<file path="src/hdl/crash_loop_circuit_breaker_core_macros.svh">
// ----------------------------------------------------------------------------
// Crash-loop breaker assertion macros
// Shared concurrent assertion forms, clocked on i_clk and off during reset.
// ----------------------------------------------------------------------------
`ifndef CRASH_LOOP_CIRCUIT_BREAKER_CORE_MACROS_SVH
`define CRASH_LOOP_CIRCUIT_BREAKER_CORE_MACROS_SVH

`ifndef ASSERT_OFF

// property checked at every edge outside reset
`define CLCB_ASSERT(name, prop, msg) \
    name: assert property (@(posedge i_clk) disable iff (!i_rst_n) prop) else $error(msg);

// condition at one edge implies another at the next edge
`define CLCB_ASSERT_NEXT(name, pre, post, msg) \
    name: assert property (@(posedge i_clk) disable iff (!i_rst_n) pre |=> post) \
        else $error(msg);

`else

`define CLCB_ASSERT(name, prop, msg)
`define CLCB_ASSERT_NEXT(name, pre, post, msg)

`endif

`endif

</file>
<file path="src/hdl/clcb_pkg.sv">
// ----------------------------------------------------------------------------
// Crash-loop breaker package
// Codes, widths, reset values and controller/datapath interface types.
// ----------------------------------------------------------------------------
package clcb_pkg;

    // default number of stored crash times
    localparam int CLCB_DEPTH = 16;

    // field widths
    localparam int MODE_W     = 2;
    localparam int TIME_W     = 32;
    localparam int ACTION_W   = 2;
    localparam int KIND_W     = 3;
    localparam int BACKOFF_W  = 12;
    localparam int CONSEC_W   = 8;
    localparam int WINDOW_W   = 16;
    localparam int RETRY_W    = 5;
    localparam int CFG_IDX_W  = 2;
    localparam int CFG_DATA_W = 16;

    // backoff doubling stops after this many steps
    localparam int BACKOFF_SHIFT_CAP = 6;
    localparam int SHIFTED_W         = BACKOFF_W + BACKOFF_SHIFT_CAP;

    localparam logic [CONSEC_W-1:0] CONSEC_MAX = 8'd255;

    // event codes
    localparam logic [MODE_W-1:0] MODE_LAUNCH = 2'd0;
    localparam logic [MODE_W-1:0] MODE_EXIT   = 2'd1;
    localparam logic [MODE_W-1:0] MODE_CLEAR  = 2'd2;

    // action codes
    localparam logic [ACTION_W-1:0] ACT_NONE    = 2'd0;
    localparam logic [ACTION_W-1:0] ACT_CLEAN   = 2'd1;
    localparam logic [ACTION_W-1:0] ACT_RESPAWN = 2'd2;
    localparam logic [ACTION_W-1:0] ACT_TRIP    = 2'd3;

    // incident codes
    localparam logic [KIND_W-1:0] KIND_NONE     = 3'd0;
    localparam logic [KIND_W-1:0] KIND_PLAIN    = 3'd1;
    localparam logic [KIND_W-1:0] KIND_SAFE     = 3'd2;
    localparam logic [KIND_W-1:0] KIND_ROLLBACK = 3'd3;
    localparam logic [KIND_W-1:0] KIND_TRIP     = 3'd4;

    // configuration register indexes
    localparam logic [CFG_IDX_W-1:0] CFG_WINDOW       = 2'd0;
    localparam logic [CFG_IDX_W-1:0] CFG_MAX_RETRIES  = 2'd1;
    localparam logic [CFG_IDX_W-1:0] CFG_BACKOFF_INIT = 2'd2;
    localparam logic [CFG_IDX_W-1:0] CFG_BACKOFF_MAX  = 2'd3;

    // configuration reset values
    localparam logic [WINDOW_W-1:0]  RST_WINDOW       = 16'd60;
    localparam logic [RETRY_W-1:0]   RST_MAX_RETRIES  = 5'd5;
    localparam logic [BACKOFF_W-1:0] RST_BACKOFF_INIT = 12'd1;
    localparam logic [BACKOFF_W-1:0] RST_BACKOFF_MAX  = 12'd60;

    // controller to datapath
    typedef struct packed {
        logic load;     // take the input item, set up the prune walk
        logic scan;     // one step of the prune walk
        logic update;   // apply the event to the state
        logic emit;     // load the result register
    } t_dp_cmd;

    // datapath to controller
    typedef struct packed {
        logic in_crash;   // offered item is an unclean exit
        logic scan_done;  // prune walk finished
        logic out_free;   // result register can take a new item
    } t_dp_sts;

endpackage

</file>
<file path="src/hdl/clcb_ram.sv">
// ----------------------------------------------------------------------------
// Generic RAM
// One write port, one read port, registered read data.
// ----------------------------------------------------------------------------
module clcb_ram #(
    parameter int WIDTH = 32,
    parameter int DEPTH = 16,
    localparam int AW   = (DEPTH > 1) ? $clog2(DEPTH) : 1
) (
    input  logic             i_clk,
    input  logic             i_we,
    input  logic [AW-1:0]    i_waddr,
    input  logic [WIDTH-1:0] i_wdata,
    input  logic [AW-1:0]    i_raddr,
    output logic [WIDTH-1:0] o_rdata
);

    logic [WIDTH-1:0] r_mem [DEPTH];
    logic [WIDTH-1:0] r_rdata;

    // write port and registered read
    always_ff @(posedge i_clk) begin
        if (i_we) begin
            r_mem[i_waddr] <= i_wdata;
        end
        r_rdata <= r_mem[i_raddr];
    end

    assign o_rdata = r_rdata;

endmodule

</file>
<file path="src/hdl/clcb_ctrl.sv">
// ----------------------------------------------------------------------------
// Crash-loop breaker controller
// Sequences accept, prune walk, state update and result hand-off.
// ----------------------------------------------------------------------------
module clcb_ctrl
    import clcb_pkg::*;
(
    input  logic    i_clk,
    input  logic    i_rst_n,
    input  logic    i_in_valid,
    output logic    o_in_stall,
    input  t_dp_sts i_sts,
    output t_dp_cmd o_cmd
);

    localparam logic [1:0] S_IDLE   = 2'd0;
    localparam logic [1:0] S_PRUNE  = 2'd1;
    localparam logic [1:0] S_UPDATE = 2'd2;
    localparam logic [1:0] S_OUT    = 2'd3;

    logic [1:0] r_state;
    logic [1:0] n_state;

    // next state and commands
    always_comb begin
        n_state = r_state;
        o_cmd   = '0;
        unique case (r_state)
            S_IDLE: begin
                if (i_in_valid) begin
                    o_cmd.load = 1'b1;
                    n_state    = i_sts.in_crash ? S_PRUNE : S_UPDATE;
                end
            end
            S_PRUNE: begin
                o_cmd.scan = 1'b1;
                if (i_sts.scan_done) begin
                    n_state = S_UPDATE;
                end
            end
            S_UPDATE: begin
                o_cmd.update = 1'b1;
                n_state      = S_OUT;
            end
            S_OUT: begin
                if (i_sts.out_free) begin
                    o_cmd.emit = 1'b1;
                    n_state    = S_IDLE;
                end
            end
            default: begin
                n_state = S_IDLE;
            end
        endcase
    end

    always_ff @(posedge i_clk) begin
        if (!i_rst_n) begin
            r_state <= S_IDLE;
        end else begin
            r_state <= n_state;
        end
    end

    assign o_in_stall = (r_state != S_IDLE);

endmodule

</file>
<file path="src/hdl/clcb_dpath.sv">
// ----------------------------------------------------------------------------
// Crash-loop breaker datapath
// Config registers, breaker state, crash time store with prune walk, and
// the result register.
// ----------------------------------------------------------------------------
module clcb_dpath
    import clcb_pkg::*;
#(
    parameter int DEPTH = CLCB_DEPTH,
    localparam int CW   = $clog2(DEPTH + 1)
) (
    input  logic                  i_clk,
    input  logic                  i_rst_n,
    input  t_dp_cmd               i_cmd,
    output t_dp_sts               o_sts,
    input  logic                  i_cfg_we,
    input  logic [CFG_IDX_W-1:0]  i_cfg_idx,
    input  logic [CFG_DATA_W-1:0] i_cfg_data,
    input  logic [MODE_W-1:0]     i_mode,
    input  logic [TIME_W-1:0]     i_now_sec,
    input  logic                  i_exit_clean,
    input  logic                  i_rollback_ready,
    input  logic                  i_out_stall,
    output logic                  o_out_valid,
    output logic [ACTION_W-1:0]   o_action,
    output logic [KIND_W-1:0]     o_incident_kind,
    output logic [BACKOFF_W-1:0]  o_backoff_sec,
    output logic [CW-1:0]         o_crashes_in_window,
    output logic [CONSEC_W-1:0]   o_consecutive_crashes,
    output logic                  o_safe_mode_on,
    output logic                  o_rollback_on
);

    localparam int IW = (DEPTH > 1) ? $clog2(DEPTH) : 1;
    localparam int MW = (CW > RETRY_W) ? CW : RETRY_W;
    localparam logic [IW-1:0] LAST_SLOT  = IW'(DEPTH - 1);
    localparam logic [CW-1:0] FULL_COUNT = CW'(DEPTH);

    // configuration
    logic [WINDOW_W-1:0]  r_window;
    logic [RETRY_W-1:0]   r_max_retries;
    logic [BACKOFF_W-1:0] r_binit;
    logic [BACKOFF_W-1:0] r_bmax;

    // breaker state
    logic [CW-1:0]       r_count;
    logic [IW-1:0]       r_oldest;
    logic [CONSEC_W-1:0] r_consec;
    logic                r_safe;
    logic                r_rb;
    logic [TIME_W-1:0]   r_launch;

    // latched item
    logic [MODE_W-1:0] r_mode;
    logic [TIME_W-1:0] r_now;
    logic              r_clean;
    logic              r_ready;

    // prune walk
    logic [CW-1:0] r_rd_idx;
    logic [IW-1:0] r_rd_slot;
    logic [IW-1:0] r_wr_slot;
    logic [CW-1:0] r_kept;
    logic          r_pend;

    // event outcome
    logic [ACTION_W-1:0] r_action;
    logic [KIND_W-1:0]   r_kind;

    // result register
    logic                 r_out_valid;
    logic [ACTION_W-1:0]  r_o_action;
    logic [KIND_W-1:0]    r_o_kind;
    logic [BACKOFF_W-1:0] r_o_backoff;
    logic [CW-1:0]        r_o_count;
    logic [CONSEC_W-1:0]  r_o_consec;
    logic                 r_o_safe;
    logic                 r_o_rb;

    // store port
    logic              w_we;
    logic [IW-1:0]     w_waddr;
    logic [TIME_W-1:0] w_wdata;
    logic [TIME_W-1:0] w_rdata;

    logic w_rd_go;
    logic w_keep;
    logic w_keep_wr;
    logic w_crash_upd;

    // crash update
    logic [TIME_W:0]     w_since;
    logic                w_restart;
    logic                w_full;
    logic                w_escalate;
    logic [CONSEC_W-1:0] n_consec;
    logic [CW-1:0]       n_count;
    logic [IW-1:0]       n_oldest;
    logic                n_safe;
    logic                n_rb;
    logic [ACTION_W-1:0] n_action;
    logic [KIND_W-1:0]   n_kind;

    // backoff
    logic [CONSEC_W-1:0]  w_sh_raw;
    logic [2:0]           w_shift;
    logic [SHIFTED_W-1:0] w_shifted;
    logic [BACKOFF_W-1:0] w_backoff;

    function automatic logic [IW-1:0] f_adv(input logic [IW-1:0] s);
        return (s == LAST_SLOT) ? '0 : IW'(s + 1'b1);
    endfunction

    clcb_ram #(
        .WIDTH (TIME_W),
        .DEPTH (DEPTH)
    ) u_times (
        .i_clk   (i_clk),
        .i_we    (w_we),
        .i_waddr (w_waddr),
        .i_wdata (w_wdata),
        .i_raddr (r_rd_slot),
        .o_rdata (w_rdata)
    );

    // prune walk: read one time a cycle, compact kept times toward the oldest
    assign w_rd_go     = i_cmd.scan && (r_rd_idx != r_count);
    assign w_keep      = (({1'b0, w_rdata} + (TIME_W + 1)'(r_window)) >= {1'b0, r_now});
    assign w_keep_wr   = i_cmd.scan && r_pend && w_keep;
    assign w_crash_upd = i_cmd.update && (r_mode == MODE_EXIT) && !r_clean;

    // crash: consecutive count, store and escalation
    always_comb begin
        w_since   = {1'b0, r_now} - {1'b0, r_launch};
        w_restart = (r_launch != '0) && !w_since[TIME_W]
                    && (w_since[TIME_W-1:0] >= TIME_W'(r_window));
        if (w_restart) begin
            n_consec = CONSEC_W'(1);
        end else if (r_consec != CONSEC_MAX) begin
            n_consec = r_consec + 1'b1;
        end else begin
            n_consec = r_consec;
        end

        w_full   = (r_kept == FULL_COUNT);
        n_count  = w_full ? r_kept : CW'(r_kept + 1'b1);
        n_oldest = w_full ? f_adv(r_oldest) : r_oldest;

        w_escalate = (MW'(n_count) >= MW'(r_max_retries));
        n_safe     = r_safe;
        n_rb       = r_rb;
        n_action   = ACT_RESPAWN;
        n_kind     = KIND_PLAIN;
        if (w_escalate) begin
            if (!r_safe) begin
                n_safe = 1'b1;
                n_kind = KIND_SAFE;
            end else if (!r_rb && r_ready) begin
                n_rb   = 1'b1;
                n_kind = KIND_ROLLBACK;
            end else begin
                n_action = ACT_TRIP;
                n_kind   = KIND_TRIP;
            end
        end
    end

    // store write: compaction during the walk, new time at update
    always_comb begin
        w_we    = 1'b0;
        w_waddr = r_wr_slot;
        w_wdata = w_rdata;
        if (w_keep_wr) begin
            w_we = 1'b1;
        end else if (w_crash_upd) begin
            w_we    = 1'b1;
            w_waddr = w_full ? r_oldest : r_wr_slot;
            w_wdata = r_now;
        end
    end

    // backoff: initial doubled per consecutive crash, capped
    always_comb begin
        w_sh_raw  = r_consec - 1'b1;
        w_shift   = (w_sh_raw > CONSEC_W'(BACKOFF_SHIFT_CAP)) ?
                    3'(BACKOFF_SHIFT_CAP) : w_sh_raw[2:0];
        w_shifted = SHIFTED_W'(r_binit) << w_shift;
        if (r_consec == '0) begin
            w_backoff = '0;
        end else if (w_shifted > SHIFTED_W'(r_bmax)) begin
            w_backoff = r_bmax;
        end else begin
            w_backoff = w_shifted[BACKOFF_W-1:0];
        end
    end

    // control state
    always_ff @(posedge i_clk) begin
        if (!i_rst_n) begin
            r_window      <= RST_WINDOW;
            r_max_retries <= RST_MAX_RETRIES;
            r_binit       <= RST_BACKOFF_INIT;
            r_bmax        <= RST_BACKOFF_MAX;
            r_count       <= '0;
            r_oldest      <= '0;
            r_consec      <= '0;
            r_safe        <= 1'b0;
            r_rb          <= 1'b0;
            r_launch      <= '0;
            r_action      <= ACT_NONE;
            r_kind        <= KIND_NONE;
            r_pend        <= 1'b0;
            r_out_valid   <= 1'b0;
        end else begin
            // configuration writes
            if (i_cfg_we) begin
                unique case (i_cfg_idx)
                    CFG_WINDOW:       r_window      <= i_cfg_data[WINDOW_W-1:0];
                    CFG_MAX_RETRIES:  r_max_retries <= i_cfg_data[RETRY_W-1:0];
                    CFG_BACKOFF_INIT: r_binit       <= i_cfg_data[BACKOFF_W-1:0];
                    CFG_BACKOFF_MAX:  r_bmax        <= i_cfg_data[BACKOFF_W-1:0];
                    default: begin
                    end
                endcase
            end

            // read pipeline flag
            if (i_cmd.load) begin
                r_pend <= 1'b0;
            end else if (i_cmd.scan) begin
                r_pend <= w_rd_go;
            end

            // event application
            if (i_cmd.update) begin
                r_action <= ACT_NONE;
                r_kind   <= KIND_NONE;
                unique case (r_mode)
                    MODE_LAUNCH: begin
                        r_launch <= r_now;
                    end
                    MODE_EXIT: begin
                        if (r_clean) begin
                            r_consec <= '0;
                            r_action <= ACT_CLEAN;
                        end else begin
                            r_count  <= n_count;
                            r_oldest <= n_oldest;
                            r_consec <= n_consec;
                            r_safe   <= n_safe;
                            r_rb     <= n_rb;
                            r_action <= n_action;
                            r_kind   <= n_kind;
                        end
                    end
                    MODE_CLEAR: begin
                        r_count  <= '0;
                        r_oldest <= '0;
                        r_consec <= '0;
                        r_safe   <= 1'b0;
                        r_rb     <= 1'b0;
                    end
                    default: begin
                    end
                endcase
            end

            // result valid
            if (i_cmd.emit) begin
                r_out_valid <= 1'b1;
            end else if (!i_out_stall) begin
                r_out_valid <= 1'b0;
            end
        end
    end

    // payload: latched item, walk pointers, result fields
    always_ff @(posedge i_clk) begin
        if (i_cmd.load) begin
            r_mode    <= i_mode;
            r_now     <= i_now_sec;
            r_clean   <= i_exit_clean;
            r_ready   <= i_rollback_ready;
            r_rd_idx  <= '0;
            r_rd_slot <= r_oldest;
            r_wr_slot <= r_oldest;
            r_kept    <= '0;
        end else if (i_cmd.scan) begin
            if (w_rd_go) begin
                r_rd_idx  <= CW'(r_rd_idx + 1'b1);
                r_rd_slot <= f_adv(r_rd_slot);
            end
            if (w_keep_wr) begin
                r_wr_slot <= f_adv(r_wr_slot);
                r_kept    <= CW'(r_kept + 1'b1);
            end
        end
        if (i_cmd.emit) begin
            r_o_action  <= r_action;
            r_o_kind    <= r_kind;
            r_o_backoff <= w_backoff;
            r_o_count   <= r_count;
            r_o_consec  <= r_consec;
            r_o_safe    <= r_safe;
            r_o_rb      <= r_rb;
        end
    end

    assign o_sts.in_crash  = (i_mode == MODE_EXIT) && !i_exit_clean;
    assign o_sts.scan_done = (r_rd_idx == r_count) && !r_pend;
    assign o_sts.out_free  = !r_out_valid || !i_out_stall;

    assign o_out_valid           = r_out_valid;
    assign o_action              = r_o_action;
    assign o_incident_kind       = r_o_kind;
    assign o_backoff_sec         = r_o_backoff;
    assign o_crashes_in_window   = r_o_count;
    assign o_consecutive_crashes = r_o_consec;
    assign o_safe_mode_on        = r_o_safe;
    assign o_rollback_on         = r_o_rb;

endmodule

</file>
<file path="src/hdl/crash_loop_circuit_breaker_core.sv">
// ----------------------------------------------------------------------------
// Crash-loop circuit breaker core
// Supervises child launches and exits, prunes crash times outside the window,
// escalates through safe mode, rollback and trip, and reports the backoff.
// ----------------------------------------------------------------------------
//
//  Channel  Handshake               Payload
//  -------  ----------------------  ------------------------------------------
//  in       i_in_valid / o_in_stall i_mode, i_now_sec, i_exit_clean,
//                                   i_rollback_ready
//  out      o_out_valid/ i_out_stall o_action, o_incident_kind, o_backoff_sec,
//                                   o_crashes_in_window, o_consecutive_crashes,
//                                   o_safe_mode_on, o_rollback_on
//  cfg      i_cfg_we                i_cfg_idx, i_cfg_data
//
// A crash exit runs the prune walk before the state update and the result,
// reading one of the N stored crash times per cycle.
// Launch, clean exit and clear events skip the walk and go straight to update.
// One item is in work at a time; the result register lets the next item in
// while a result waits. A stalled result holds the block only at hand-off.
// Synchronous active-low reset; the time store needs no clearing.
//
`include "crash_loop_circuit_breaker_core_macros.svh"

module crash_loop_circuit_breaker_core
    import clcb_pkg::*;
#(
    parameter int DEPTH = CLCB_DEPTH,
    localparam int CW   = $clog2(DEPTH + 1)
) (
    input  logic                  i_clk,
    input  logic                  i_rst_n,
    // configuration
    input  logic                  i_cfg_we,
    input  logic [CFG_IDX_W-1:0]  i_cfg_idx,
    input  logic [CFG_DATA_W-1:0] i_cfg_data,
    // input items
    input  logic                  i_in_valid,
    output logic                  o_in_stall,
    input  logic [MODE_W-1:0]     i_mode,
    input  logic [TIME_W-1:0]     i_now_sec,
    input  logic                  i_exit_clean,
    input  logic                  i_rollback_ready,
    // result items
    output logic                  o_out_valid,
    input  logic                  i_out_stall,
    output logic [ACTION_W-1:0]   o_action,
    output logic [KIND_W-1:0]     o_incident_kind,
    output logic [BACKOFF_W-1:0]  o_backoff_sec,
    output logic [CW-1:0]         o_crashes_in_window,
    output logic [CONSEC_W-1:0]   o_consecutive_crashes,
    output logic                  o_safe_mode_on,
    output logic                  o_rollback_on
);

    t_dp_cmd w_cmd;
    t_dp_sts w_sts;

    clcb_ctrl u_ctrl (
        .i_clk      (i_clk),
        .i_rst_n    (i_rst_n),
        .i_in_valid (i_in_valid),
        .o_in_stall (o_in_stall),
        .i_sts      (w_sts),
        .o_cmd      (w_cmd)
    );

    clcb_dpath #(
        .DEPTH (DEPTH)
    ) u_dpath (
        .i_clk                 (i_clk),
        .i_rst_n               (i_rst_n),
        .i_cmd                 (w_cmd),
        .o_sts                 (w_sts),
        .i_cfg_we              (i_cfg_we),
        .i_cfg_idx             (i_cfg_idx),
        .i_cfg_data            (i_cfg_data),
        .i_mode                (i_mode),
        .i_now_sec             (i_now_sec),
        .i_exit_clean          (i_exit_clean),
        .i_rollback_ready      (i_rollback_ready),
        .i_out_stall           (i_out_stall),
        .o_out_valid           (o_out_valid),
        .o_action              (o_action),
        .o_incident_kind       (o_incident_kind),
        .o_backoff_sec         (o_backoff_sec),
        .o_crashes_in_window   (o_crashes_in_window),
        .o_consecutive_crashes (o_consecutive_crashes),
        .o_safe_mode_on        (o_safe_mode_on),
        .o_rollback_on         (o_rollback_on)
    );

    // an accepted item keeps the input side busy on the next cycle
    `CLCB_ASSERT_NEXT(a_busy_after_accept, (i_in_valid && !o_in_stall), o_in_stall, "busy lost")
    // stored crash count never exceeds the store depth
    `CLCB_ASSERT(a_count_bound, (o_out_valid |-> o_crashes_in_window <= DEPTH), "count over depth")
    // a trip only follows safe mode
    `CLCB_ASSERT(a_trip_safe, (o_out_valid && o_action == ACT_TRIP |-> o_safe_mode_on), "trip w/o safe")
    // clean termination clears the streak and raises no incident
    `CLCB_ASSERT(a_clean_exit,
        (o_out_valid && o_action == ACT_CLEAN |->
            o_consecutive_crashes == 8'd0 && o_incident_kind == KIND_NONE),
        "clean exit")

endmodule
</file>
<file path="config.mk">
export PLATFORM = sky130hd
export DESIGN_NAME = crash_loop_circuit_breaker_core
export DESIGN_NICKNAME = d
export VERILOG_FILES = /design/src/hdl/clcb_pkg.sv /design/src/hdl/clcb_ram.sv /design/src/hdl/clcb_ctrl.sv /design/src/hdl/clcb_dpath.sv /design/src/hdl/crash_loop_circuit_breaker_core.sv
export VERILOG_INCLUDE_DIRS = /design/src /design/src/hdl
export SDC_FILE = /design/constraint.sdc
export NUM_CORES = 1
export LEC_CHECK = 0
export ABC_AREA = 1
export BUFFER_PORTS_ARGS = -buffer_cell sky130_fd_sc_hd__buf_2
export CORE_ASPECT_RATIO = 1.5
export CORE_MARGIN = 10
export CORE_UTILIZATION = 45
export CTS_CLUSTER_DIAMETER = 30
export CTS_CLUSTER_SIZE = 16
export DETAILED_ROUTE_END_ITERATION = 8
export GPL_TIMING_DRIVEN = 1
export PLACE_DENSITY_LB_ADDON = 0.3
export SYNTH_ARGS = -nofsm -noshare
export SYNTH_HDL_FRONTEND = slang
export SYNTH_HIERARCHICAL = 1
export SYNTH_SLANG_ARGS = --single-unit
</file>
<file path="constraint.sdc">
create_clock -name i_clk -period 7.25 [get_ports i_clk]
set_input_delay 0.3625 -clock i_clk [delete_from_list [all_inputs] [get_ports i_clk]]
set_output_delay 0.3625 -clock i_clk [all_outputs]
set_load 0.01 [all_outputs]
</file>
=== Word-level counts from Yosys, hierarchy flattened ===
Memory sizes are Yosys's and may differ from the RTL's. A register that Yosys moved wholly into a read port is not among the register bits.
Cells that the tools add are included.

* $add $sub $neg: 9
* $lt $le $gt $ge: 5
* Equal/unequal tests: 26
* Shifts and indexed selects: 1
* Multiplexer cells: 61
* Bitwise operators: 1
* Reductions and logical operators: 44

{| class="wikitable"
|+ Operators by type and width
! kind !! count
|-
| $mux W32 || 2
|-
| $mux W4 || 14
|-
| $add A32 B16 Y33 || 1
|-
| $ge A33 B32 Y1 || 1
|-
| $sub A32 B32 Y33 || 1
|-
| $ge A32 B16 Y1 || 1
|-
| $reduce_bool A32 Y1 || 1
|-
| $mux W8 || 3
|-
| $mux W1 || 19
|-
| $gt A18 B12 Y1 || 1
|-
| $mux W3 || 6
|-
| $reduce_and A2 Y1 || 9
|-
| $shl A12 B3 Y18 || 1
|-
| $mux W2 || 8
|-
| $pmux W8 S2 || 1
|-
| $add A4 B1 Y4 const B || 3
|-
| $eq A4 B4 Y1 const B || 3
|-
| $mux W12 || 1
|-
| $ne A2 B1 Y1 const B || 6
|-
| $add A5 B1 Y5 const B || 2
|-
| $eq A2 B2 Y1 const B || 5
|-
| $logic_and A1 B1 Y1 || 10
|-
| $mux W5 || 2
|-
| $pmux W5 S2 || 1
|-
| other kinds (24) || 45
|}

* Register bits after elaboration: 191
* Bits in writable memories: 512
* Bits of input ports: 59
* Output and inout port bits: 34
* Logic and storage cells: 178
* Memories kept: 1

{| class="wikitable"
|+ Memories
! name !! words !! width !! read ports !! clocked after memory_dff !! write ports !! line !! text
|-
| u_dpath.u_times.r_mem || 16 || 32 || 1 || 1 || 1 || clcb_ram.sv:18 || <nowiki>logic [WIDTH-1:0] r_mem [DEPTH];</nowiki>
|}

=== Logic depth before layout (Yosys ltp) ===
* Word-level depth: 8
* Gate-level depth with buffers: 33
* Depth with buffers taken out: 31

=== Modules after synthesis ===
Netlist, hierarchy kept.

{| class="wikitable"
|+ By module, submodules not included
! module !! times used !! cells each !! area each (sq um) !! sequential area each (sq um)
|-
| clcb_ram || 1 || 2,120 || 22,730.6 || 16,015.4
|-
| clcb_dpath || 1 || 1,960 || 13,785.7 || 4,544.4
|-
| clcb_ctrl || 1 || 33 || 214.0 || 40.0
|}

=== Least setup slack after synthesis ===
No wires, ideal clock.

* Kind: reg2reg
* From: register u_dpath.r_window[2]
* To: memory u_dpath.u_times.r_mem[4][0] (enable)
* Arrival: 5.137 ns
* Data required time: 6.829 ns
* Setup slack: 1.691 ns
* Stages on the path, launching flop included: 30
* Period minus slack after synthesis: 5.559 ns
* Cell sequence: dfxtp_1 -> ha_1 -> a21oi_1 -> o211ai_1 -> nand3_1 -> nand2_1 -> a21boi_0 -> o21bai_1 -> nand3_1 -> nand2_1 -> nand2_1 -> a21oi_1 -> xor2_1 -> ha_1 -> nand2_1 -> inv_1 -> o21ai_0 -> a21oi_1 -> a211oi_1 -> o21ai_0 -> nand2_1 -> nand2_1 -> nor2_2 -> nand3_4 -> nand2_4 -> buf_8 -> buf_12 -> o21ai_1 -> nand3b_1 -> nor2_1

* Elaborated cells on any way between the ends: 7
* Those cells by class: add/sub: 1; order compare: 1; mux: 4; reduce/logical: 1

{| class="wikitable"
|+ RTL lines
! what !! line !! text
|-
| start, declared || clcb_dpath.sv:40 || <nowiki>logic [WINDOW_W-1:0] r_window;</nowiki>
|-
| start signal, assigned || clcb_dpath.sv:218 || <nowiki>CFG_WINDOW: r_window <= i_cfg_data[WINDOW_W-1:0];</nowiki>
|-
| $add A32 B16 Y33 || clcb_dpath.sv:128 || <nowiki>assign w_keep = (({1'b0, w_rdata} + (TIME_W + 1)'(r_window)) >= {1'b0, r_now});</nowiki>
|-
| $ge A33 B32 Y1 || clcb_dpath.sv:128 ||
|-
| $logic_and A1 B1 Y1 || clcb_dpath.sv:129 || <nowiki>assign w_keep_wr = i_cmd.scan && r_pend && w_keep;</nowiki>
|-
| $mux W4 || clcb_dpath.sv:173 || <nowiki>if (w_keep_wr) begin</nowiki>
|-
| named net u_dpath.w_waddr[3] || clcb_dpath.sv:82 || <nowiki>logic [IW-1:0] w_waddr;</nowiki>
|-
| end, declared || clcb_ram.sv:18 ||
|}

The timed path passes the listed nets, and every way through them passes these cells.

=== Worst setup path after layout ===
* From: register u_dpath.r_window[2]
* To: memory u_dpath.u_times.r_mem[2][8], data pin

* Word-level cells in the longest chain between the ends: 4

{| class="wikitable"
|+ RTL lines
! what !! line !! text
|-
| $add A32 B16 Y33 || clcb_dpath.sv:128 ||
|-
| $ge A33 B32 Y1 || clcb_dpath.sv:128 ||
|-
| $logic_and A1 B1 Y1 || clcb_dpath.sv:129 ||
|-
| $mux W32 || clcb_dpath.sv:173 ||
|-
| named net u_dpath.w_wdata[8] || clcb_dpath.sv:83 || <nowiki>logic [TIME_W-1:0] w_wdata;</nowiki>
|}

The timed path passes the listed nets, and every way through them passes these cells.

==> results.cfg <==
[run_status]
status = complete, no violations

[detailed_routing]
num_vias = 27900
firstDrtPassIters = 6
via_per_inst = 5.20
drc = 0
drt-initial-drc-count = 1847
finalWirelength_mm = 99.4
ant_nets = 0
routedWlPerCell_microns = 18.5

[cells_and_area]
fin_nets = 4434
mostFrequentLayoutCell = nand2_1
area_delta_synth_final_pct = 14.3
final_cell_mix = nand2_1 (1177), inv_1 (701), edfxtp_1 (588)
layout-drive-gt1-share_pct = 8.78
insertedDiodeCount = 0
fillers = 7278

[sta]
final.setup.tns_ps = 0
maxSlewHeadroom_pct = 23.4
holdWs_ps = 36.7
rsz0062_at_grt = false
fin_crit_ps = 5970
period_share_pct = 82.3
finalMaxSlewViolations = 0
tightest_slew_ps = 1150
max_freq_mhz = 168
finalHoldViolations = 0
finClkSkew_ps = 26.4
finalSetupViolCount = 0

[setup_path]
crit_path_top_delay_cell = nand2_2
cp.arrival_ps = 6240
worstSetupPathType = flop to flop
crit_fanout = 38
critPathCaptureType = flop
required_ps = 7520
critPathMostFrequentCell = nand2_1
crit_path_max_incr_delay_ps = 680
start_kind = flop

[clocking]
tritoncts = yes
clock_latency_ps = 670
cts_setup_buffers = 0
cts.sinks = 735
post_cts_resize_count = 0
clkTransAtPathRegs_ps = 60
h-tree-depth = 3
clockBufferDepth = 3
cts-root-buf = clkbuf_16
numCtsBuffers = 102

[global_routing]
grtUsageMet3_pct = 3.17
grt_pass1_wl_mm = 152
met1_usage_pct = 22.5
busiest_layer = met2
grt_use_total_pct = 21.1
grt_pass1_vias = 27400
grt-ovfl-total = 0
grt_max_degree = 127
antenna_found_initial = 0
gr-usage-met2_pct = 38.7

[floorplan]
start_util_pct = 45.3
rows = 128
die_w_microns = 253
core_sq_um = 81000
die_area_sq_um = 93700
io_pins = 93
die_h_microns = 370

[logic_synthesis]
syn_area_sq_um = 36700
async_flop_share_pct = 0
synth-main-ff-cell = edfxtp_1
synth_edf_count = 588
ys_seq_area_share_pct = 56.1
ys_warn_count = 6
ys_seq_elements = 735
synthesis.nets = 4305
avgSynthCellArea_sq_um = 8.93
synthCells = 4113
yosysUniqueCellTypes = 56

[job]
cap_violations = 0

[power]
irDropWorstVdd_v = 0.000230
p_leak_nw = 18.6
total_power_mw = 16.4
p_per_area_nw_per_um2 = 390

[worst_hold_path]
hold_class = input pin to flop

[place]
gp_congestion = 0.995
dp_hpwl_mm = 64.4
port-buffer-count = 92
[routing by layer]
metal / vias up / routed length [microns]
met1: 13000 / 36500
met2: 930 / 51600
met5: - / 0
met3: 274 / 5680
li1: 13700 / -
met4: 0 / 5680
[cell type report]
class / instances / area [sq um] / area share [%]
multi-input combinational: 2516 / 12600 / 30.0
inverter: 713 / 2690 / 6.40
sequential: 735 / 20600 / 49.1
clock inverter: 78 / 877 / 2.09
tap: 1040 / 1300 / 3.10
timing repair buffer: 174 / 1230 / 2.92
clock buffer: 113 / 2680 / 6.38
[sequential cells by signal (all words and copies together) (netlist names), 4 cells and up]
signal                         flops
u_dpath/o_backoff_sec             12
u_dpath/r_now                     32
u_dpath/r_rd_slot                  4
u_dpath/u_times/r_mem            512
u_dpath/o_consecutive_crashes      8
u_dpath/u_times/o_rdata           32
u_dpath/o_crashes_in_window        5
u_dpath/r_kept                     5
u_dpath/r_count                    5
u_dpath/r_bmax                    12
u_dpath/r_launch                  32
u_dpath/r_rd_idx                   5
u_dpath/r_oldest                   4
u_dpath/r_window                  16
u_dpath/r_binit                   12
u_dpath/r_wr_slot                  4
u_dpath/r_consec                   8
u_dpath/r_max_retries              5
[metrics by stage]
step           cell area [sq um]  instances  setup slack, ps  util [%]
2_1_floorplan              36700       4113             1690         -
3_3_place_gp               38000       5138             1320      46.9
3_5_place_dp               38000       5138             1270      46.9
4_1_cts                    42000       5369             1260      51.8
5_1_grt                    42000       5369              726      51.8
6_report                   42000       5369             1280      51.8
[cell usage after synthesis, types with 3 or more instances]
cell type | count | area share, %
nand4_2 | 3 | 0.10
nand2_1 | 1178 | 12
o22ai_1 | 3 | 0.051
inv_1 | 704 | 7.2
ha_1 | 131 | 4.5
xnor2_1 | 12 | 0.29
o21ai_0 | 124 | 1.7
buf_8 | 4 | 0.16
o211ai_1 | 11 | 0.22
dfxtp_1 | 147 | 8.0
nand2_4 | 4 | 0.12
buf_6 | 34 | 1.0
a21oi_1 | 177 | 2.4
nor4_1 | 14 | 0.24
o21ai_1 | 18 | 0.25
nand4_1 | 36 | 0.61
xor2_1 | 44 | 1.0
a31oi_1 | 4 | 0.068
nand3_1 | 507 | 6.9
nand3_2 | 7 | 0.19
nand2_2 | 7 | 0.12
edfxtp_1 | 588 | 48
buf_2 | 47 | 0.64
nand3b_1 | 4 | 0.082
or2_1 | 3 | 0.051
or2_2 | 3 | 0.051
buf_1 | 15 | 0.15
a211oi_1 | 7 | 0.14
nor2_1 | 157 | 1.6
buf_4 | 7 | 0.14
inv_2 | 6 | 0.061
clkbuf_1 | 40 | 0.41
nor3_1 | 33 | 0.45
o21a_1 | 4 | 0.082
[repair_timing]
action                                  4_1_cts  5_1_grt
endpoints found under the setup margin        0        0
hold endpoints to repair                     40        0
hold buffers                                 40        0
[logic make-up (layout without fill, tap and decap cells)]
kind of cell,Yosys count,count (layout),synth area share (%)
and+or+nand+nor,1965,1965,22.8
buffers and inverters,862,1078,9.95
DFF,735,735,56.1
AOI/OAI and AO/OA,361,361,5.23
adders and majority gates,133,133,4.57
xor gates and xnor gates,56,56,1.34
muxes,1,1,0.0273
[critical path, delay by kind of cell, from the launching register on]
kind | cells | cell delay (ps)
xor+xnor | 1 | 150
fa+ha+maj | 2 | 540
buf+inv | 2 | 470
simple gates | 17 | 2690
compound gates | 6 | 1350
flops | 1 | 320
[power breakdown]
| part | total [mW] | leakage (nW) | internal (mW) | switching, mW |
|---|---|---|---|---|
| combinational | 5.57 | 10.4 | 1.64 | 3.93 |
| sequential | 5.72 | 6.54 | 5.39 | 0.334 |
| clock | 5.07 | 1.72 | 3.06 | 2.01 |
| total | 16.4 | 18.6 | 10.1 | 6.27 |
[final timing paths]
kind / start / cells past startpoint / slack, ps / end
hold reg to reg: u_dpath/r_kind[0] / 0 / 430 / u_dpath/o_incident_kind[0]
setup reg to reg: u_dpath/r_window[2] / 28 / 1280 / u_dpath/u_times/r_mem[2][8]
setup / recovery: u_dpath/r_window[2] / 28 / 1280 / u_dpath/u_times/r_mem[2][8]
hold / removal: i_cfg_data[5] / 3 / 40 / u_dpath/r_bmax[5]
(Power assumes the default switching activity.)
